==> config.mk <==
export PLATFORM = sky130hd
export DESIGN_NAME = lrd_ctrl
export DESIGN_NICKNAME = d
export VERILOG_FILES = /design/src/lrd_pkg.sv /design/src/lrd_ctrl.sv
export SDC_FILE = /design/constraint.sdc
export NUM_CORES = 1
export LEC_CHECK = 0
export ABC_AREA = 1
export BUFFER_PORTS_ARGS = -buffer_cell sky130_fd_sc_hd__buf_2
export CORE_MARGIN = 2
export CORE_UTILIZATION = 25
export CTS_BUF_LIST = sky130_fd_sc_hd__clkbuf_16
export CTS_CLUSTER_SIZE = 8
export DETAILED_ROUTE_END_ITERATION = 12
export PLACE_DENSITY = 0.48
export SLEW_MARGIN = 20
export SYNTH_ARGS = -nofsm -noshare
export SYNTH_HDL_FRONTEND = slang
export SYNTH_SLANG_ARGS = --single-unit
==> constraint.sdc <==
create_clock -name clk -period 1.65 [get_ports clk]
set_input_delay 0.165 -clock clk [delete_from_list [all_inputs] [get_ports clk]]
set_output_delay 0.165 -clock clk [all_outputs]
set_load 0.005 [all_outputs]
==> src/lrd_pkg.sv <==
package lrd_pkg;

  localparam int ADDR_W    = 16;
  localparam int VAL_W     = 17;
  localparam int TREE_N    = 65536;
  localparam int MAX_BINS  = 64;
  localparam int BIN_W     = 6;
  localparam int NB_W      = 7;
  localparam int J_W       = 18;
  localparam int DVD_W     = 33;
  localparam int REM_W     = 18;
  localparam int DCNT_W    = 6;
  localparam int CFG_IDX_W = 1;

  localparam logic [VAL_W-1:0]  DATASET_RST = 17'd65536;
  localparam logic [NB_W-1:0]   BUCKETS_RST = 7'd64;
  localparam logic [VAL_W-1:0]  WIDTH_RST   = 17'd1024;
  localparam logic [DCNT_W-1:0] DIV_STEPS   = 6'd33;

  localparam logic [CFG_IDX_W-1:0] REG_DATASET = 1'b0;
  localparam logic [CFG_IDX_W-1:0] REG_BUCKETS = 1'b1;

  localparam logic [1:0] KIND_DIST  = 2'd0;
  localparam logic [1:0] KIND_POINT = 2'd1;
  localparam logic [1:0] KIND_EMPTY = 2'd2;
  localparam logic [1:0] KIND_OVF   = 2'd3;

  localparam logic [1:0] DIV_WIDTH  = 2'd0;
  localparam logic [1:0] DIV_BUCKET = 2'd1;
  localparam logic [1:0] DIV_RATIO  = 2'd2;

  localparam logic [1:0] J_TOTAL  = 2'd0;
  localparam logic [1:0] J_P1     = 2'd1;
  localparam logic [1:0] J_TOTAL1 = 2'd2;

  typedef struct packed {
    logic       clr_step;
    logic       load_in;
    logic       seen_rd;
    logic       p_load;
    logic       j_init;
    logic [1:0] j_sel;
    logic       acc_clr;
    logic       delta_neg;
    logic       tree_rd;
    logic       tree_acc;
    logic       tree_sub;
    logic       tree_wr;
    logic       div_start;
    logic [1:0] div_sel;
    logic       div_step;
    logic       bw_load;
    logic       clr_dirty;
    logic       dist_load;
    logic       dist_cold;
    logic       hist_rd;
    logic       hist_wr;
    logic       hist_bin;
    logic       seen_wr;
    logic       total_inc;
    logic       ro_init;
    logic       ro_acc;
    logic       ro_next;
    logic       out_load;
    logic [1:0] out_kind;
  } lrd_cmd_t;

  typedef struct packed {
    logic clr_done;
    logic dirty;
    logic mode;
    logic seen_hit;
    logic full;
    logic empty;
    logic j_zero;
    logic j_over;
    logic div_done;
    logic out_free;
    logic fin;
  } lrd_stat_t;

endpackage

==> src/lrd_ctrl.sv <==
module lrd_ctrl import lrd_pkg::*; (
  input  logic      clk,
  input  logic      rst,
  input  logic      item_valid,
  output logic      in_ready,
  input  lrd_stat_t stat,
  output lrd_cmd_t  cmd
);

  localparam logic [4:0] S_CLEAR   = 5'd0;
  localparam logic [4:0] S_IDLE    = 5'd1;
  localparam logic [4:0] S_WDIV    = 5'd2;
  localparam logic [4:0] S_DECODE  = 5'd3;
  localparam logic [4:0] S_SEEN    = 5'd4;
  localparam logic [4:0] S_QRD     = 5'd5;
  localparam logic [4:0] S_QACC    = 5'd6;
  localparam logic [4:0] S_BDIV    = 5'd7;
  localparam logic [4:0] S_HWR     = 5'd8;
  localparam logic [4:0] S_URD     = 5'd9;
  localparam logic [4:0] S_UWR     = 5'd10;
  localparam logic [4:0] S_ODIST   = 5'd11;
  localparam logic [4:0] S_OEMPTY  = 5'd12;
  localparam logic [4:0] S_OOVF    = 5'd13;
  localparam logic [4:0] S_RORD    = 5'd14;
  localparam logic [4:0] S_ROACC   = 5'd15;
  localparam logic [4:0] S_ROSTART = 5'd16;
  localparam logic [4:0] S_RODIV   = 5'd17;
  localparam logic [4:0] S_ROOUT   = 5'd18;

  localparam logic [1:0] PH_Q1 = 2'd0;
  localparam logic [1:0] PH_Q2 = 2'd1;
  localparam logic [1:0] PH_U1 = 2'd2;
  localparam logic [1:0] PH_U2 = 2'd3;

  logic [4:0] state, state_next;
  logic [1:0] phase, phase_next;

  always_ff @(posedge clk) begin
    if (rst) begin
      state <= S_CLEAR;
      phase <= PH_Q1;
    end else begin
      state <= state_next;
      phase <= phase_next;
    end
  end

  assign in_ready = (state == S_IDLE) && !stat.dirty;

  always_comb begin
    cmd        = '0;
    state_next = state;
    phase_next = phase;
    case (state)
      S_CLEAR: begin
        cmd.clr_step = 1'b1;
        if (stat.clr_done) state_next = S_IDLE;
      end
      S_IDLE: begin
        if (stat.dirty) begin
          cmd.div_start = 1'b1;
          cmd.div_sel   = DIV_WIDTH;
          cmd.clr_dirty = 1'b1;
          state_next    = S_WDIV;
        end else if (item_valid) begin
          cmd.load_in = 1'b1;
          state_next  = S_DECODE;
        end
      end
      S_WDIV: begin
        if (stat.div_done) begin
          cmd.bw_load = 1'b1;
          state_next  = S_IDLE;
        end else begin
          cmd.div_step = 1'b1;
        end
      end
      S_DECODE: begin
        if (stat.mode) begin
          if (stat.empty) begin
            state_next = S_OEMPTY;
          end else begin
            cmd.ro_init = 1'b1;
            state_next  = S_RORD;
          end
        end else if (stat.full) begin
          state_next = S_OOVF;
        end else begin
          cmd.seen_rd = 1'b1;
          state_next  = S_SEEN;
        end
      end
      S_SEEN: begin
        cmd.p_load = 1'b1;
        cmd.j_init = 1'b1;
        if (stat.seen_hit) begin
          cmd.j_sel   = J_TOTAL;
          cmd.acc_clr = 1'b1;
          phase_next  = PH_Q1;
          state_next  = S_QRD;
        end else begin
          cmd.j_sel     = J_TOTAL1;
          cmd.dist_cold = 1'b1;
          phase_next    = PH_U2;
          state_next    = S_URD;
        end
      end
      S_QRD: begin
        if (stat.j_zero) begin
          if (phase == PH_Q1) begin
            cmd.j_init = 1'b1;
            cmd.j_sel  = J_P1;
            phase_next = PH_Q2;
          end else begin
            cmd.dist_load = 1'b1;
            cmd.div_start = 1'b1;
            cmd.div_sel   = DIV_BUCKET;
            state_next    = S_BDIV;
          end
        end else begin
          cmd.tree_rd = 1'b1;
          state_next  = S_QACC;
        end
      end
      S_QACC: begin
        cmd.tree_acc = 1'b1;
        cmd.tree_sub = (phase == PH_Q2);
        state_next   = S_QRD;
      end
      S_BDIV: begin
        if (stat.div_done) begin
          cmd.hist_rd = 1'b1;
          state_next  = S_HWR;
        end else begin
          cmd.div_step = 1'b1;
        end
      end
      S_HWR: begin
        cmd.hist_wr   = 1'b1;
        cmd.j_init    = 1'b1;
        cmd.j_sel     = J_P1;
        cmd.delta_neg = 1'b1;
        phase_next    = PH_U1;
        state_next    = S_URD;
      end
      S_URD: begin
        if (stat.j_over) begin
          if (phase == PH_U1) begin
            cmd.j_init = 1'b1;
            cmd.j_sel  = J_TOTAL1;
            phase_next = PH_U2;
          end else begin
            cmd.seen_wr   = 1'b1;
            cmd.total_inc = 1'b1;
            state_next    = S_ODIST;
          end
        end else begin
          cmd.tree_rd = 1'b1;
          state_next  = S_UWR;
        end
      end
      S_UWR: begin
        cmd.tree_wr = 1'b1;
        state_next  = S_URD;
      end
      S_ODIST: begin
        if (stat.out_free) begin
          cmd.out_load = 1'b1;
          cmd.out_kind = KIND_DIST;
          state_next   = S_IDLE;
        end
      end
      S_OEMPTY: begin
        if (stat.out_free) begin
          cmd.out_load = 1'b1;
          cmd.out_kind = KIND_EMPTY;
          state_next   = S_IDLE;
        end
      end
      S_OOVF: begin
        if (stat.out_free) begin
          cmd.out_load = 1'b1;
          cmd.out_kind = KIND_OVF;
          state_next   = S_IDLE;
        end
      end
      S_RORD: begin
        cmd.hist_rd  = 1'b1;
        cmd.hist_bin = 1'b1;
        state_next   = S_ROACC;
      end
      S_ROACC: begin
        cmd.ro_acc = 1'b1;
        state_next = S_ROSTART;
      end
      S_ROSTART: begin
        cmd.div_start = 1'b1;
        cmd.div_sel   = DIV_RATIO;
        state_next    = S_RODIV;
      end
      S_RODIV: begin
        if (stat.div_done) begin
          state_next = S_ROOUT;
        end else begin
          cmd.div_step = 1'b1;
        end
      end
      S_ROOUT: begin
        if (stat.out_free) begin
          cmd.out_load = 1'b1;
          cmd.out_kind = KIND_POINT;
          if (stat.fin) begin
            state_next = S_IDLE;
          end else begin
            cmd.ro_next = 1'b1;
            state_next  = S_RORD;
          end
        end
      end
      default: state_next = S_IDLE;
    endcase
  end

endmodule

==> reports/qor.txt <==
share of layout cells above drive strength 1: 0.384
clock insertion delay at the later pin of the skew report: 0.23 ns
routability congestion estimate: 0.885
Cell Chain, Critical Path: inv_4 -> nand2_4 -> inv_4 -> nand2_1 -> nor2_1 -> or3_1 -> buf_2
crit-path max cell delay: 0.37 ns
Syn Nets: 201
ANT nets after route: 0
routed wire length: 3240 um
Cells after Synth: 187
number of synthesized flops with an enable pin: 0
HP Class: input port to register
first-pass GRT wire length: 5020 um
htree depth: 1
P_leak: 0.914 nW
initial antenna violation count: 0
hold_buf cts: 0
cell mode on critical path: inv_4
Critical Path AT: 1.44 ns
CTS buffer count: 3
grt total ovfl: 0
Longest Clk Path Bufs: 2
GR Util All Layers: 0.151
Setup CP Type: register to output pin
mapped cell area: 986 um2
core area: 3720 um2
Slew Limit Fails: 0
fin util: 0.383
crit path time final: 1.60 ns
Iteration-0 DRC Markers: 65
critical-path maximum fanout: 7
post-synth cell types: 23
Slowest cell on crit path: dfxtp_4
status: completed
max cap viols: 0
crit start category: register
area delta synth->final: 44.3%
post-synthesis sequential area ratio: 0.142
RR Startpoint: state[2]
Cell Pwr Density: 1420 nW/um2
Area contributors post-synth: nand2_1, nor2_1, dfxtp_1
fillers: 462
RSZ-0062 raised after global routing: yes
worst r2r path cells: 9
I/O pin cnt: 47
drt first pass iters: 4
Slew @ Worst Pin: 0.321 ns
clk sinks: 7
post-synth top area share: 0.175
Final #Nets: 252
CP Capture Type: output pin
Worst R2R Setup Slack: 0.17 ns
hold slack: 0.248 ns
vias post-DR: 1258
crit path to: cmd[18]
Peak VDD IR: 0.581 mV
IO Port Bufs: 46
placed cell areas: 1250 um2
pin count of the biggest net entering global routing: 11
detailed placer's ending HPWL: 2700 um
Synth Warn #: 0
starting density of the core: 0.265
Die H: 66.8 um
Worst-path clk slew: 0.04 ns
DR vias/cell: 4.41
# rows: 22
Crit. Startpoint: state[1]
Sequential Area: 154 um2
cell taking the most area after synthesis: nand2_1
clk root buf: clkbuf_16
slew margin rel.: 0.784
CTS tree: built
Critical R2R Capture: state[0]
Yosys reg bits: 7
skew final: 0.000898 ns
multi-input logic area: 726 um2
Die Wd: 66.8 um
DR WL/cell: 11.4 um
setup violators final: 0
ys async rst share: 0
vias in the first global route: 1072
Final Instance Area: 1420 um2
# DRC: 0
CP required: 1.48 ns
Main synth FF type: dfxtp_1
FMAX: 624 MHz
antenna cells: 0
DIE AREA: 4460 um2
part of the cycle the worst path needs: 0.971
Avg Synthesized Cell Area: 5.27 um2
final hold vios: 0
cell usage after synthesis (2+ instances only):
master   count
inv_1       26
o21ai_0      7
nand2_4      2
nand3_1     19
nor2_1      41
nand2_1     46
nand2_2      3
a21oi_1      2
nand3_2      3
dfxtp_1      7
buf_6        2
nor3_1       5
nor2_2       5
buf_4        2
nor2_4       3
inv_2        7
layer usage:
layer  track usage  vias up  part of all wire
met5             0        -                 0
met4        0.0689        0             0.018
met3        0.0203        5             0.045
met2         0.239       27              0.47
met1         0.202      552              0.47
li1              -      674                 -
cell usage in the layout, fill, tap and decap left out, types with 2 or more instances in the layout:
cell type and instances:
nand2_4 2, dfxtp_1 2, inv_1 27, nor2_4 8, nor2_1 37, dfxtp_2 2, nand2_1 44, nor3_1 5
buf_2 46, nand3_2 4, inv_2 3, clkbuf_16 3, nand2_2 5, nand3_1 18, nor2_2 4, a21oi_1 2
o21ai_0 7, dfxtp_4 3, buf_4 3, inv_4 5
where the power goes:
group / switching, mW / internal [mW]
logic: 0.788 / 0.473
registers: 0.0956 / 0.252
clock network: 0.0931 / 0.315
total: 0.977 / 1.04
kinds of logic (layout without fill, tap and decap cells):
kind of cell           count (synthesis)  in the layout  synth area share
AND/OR/NAND/NOR                      131            131             0.628
AO/OA/AOI/OAI                         11             11            0.0596
buffers and inverters                 38             88             0.170
flip-flops                             7              7             0.142
through the flow:
stage,setup WS [ns],setup TNS (ns),power (mW),std cells
global placement,0.0757,0,1.50,279
CTS,0.000192,0,1.91,283
detailed placement,0.0933,0,1.47,279
global route,-0.0142,-0.0206,2.21,285
finish,0.0479,0,2.02,285
floorplan,0.367,0,1.17,187
final cells by class:
type / count / share of cell area
clock inverter: 1 / 0.00264
sequential: 7 / 0.108
timing repair buffer: 50 / 0.186
multi-input combinational: 142 / 0.510
tap: 48 / 0.0422
inverter: 34 / 0.0985
clock buffer: 3 / 0.0528
worst max-delay path: cells and delay by family (launching register included):
| family | cells | cell delay, ns |
|---|---|---|
| buffers and inverters | 3 | 0.25 |
| DFF | 1 | 0.37 |
| and+or+nand+nor | 4 | 0.58 |
sequential cells by signal (all words and copies together) (netlist names):
name,count
phase,2
state,5
how the worst min path moves through the flow:
stage / to / cells past startpoint / slack, ns / startpoint
after global placement: phase[0] / 2 / 0.49 / phase[0]
final: state[0] / 4 / 0.25 / rst
after CTS: state[4] / 4 / 0.26 / rst
after floorplan: cmd[29] / 1 / 0.36 / stat[8]
after global routing: state[3] / 4 / 0.29 / rst
after detailed placement: phase[0] / 2 / 0.49 / phase[0]
what timing repair did:
action                     CTS  global route
pin swaps                    0             2
gates resized for setup      6            20
buffers inserted             0             2
setup endpoints to repair    3            12
gates cloned                 0             0
No activity file was read; power rests on OpenSTA's default activity.
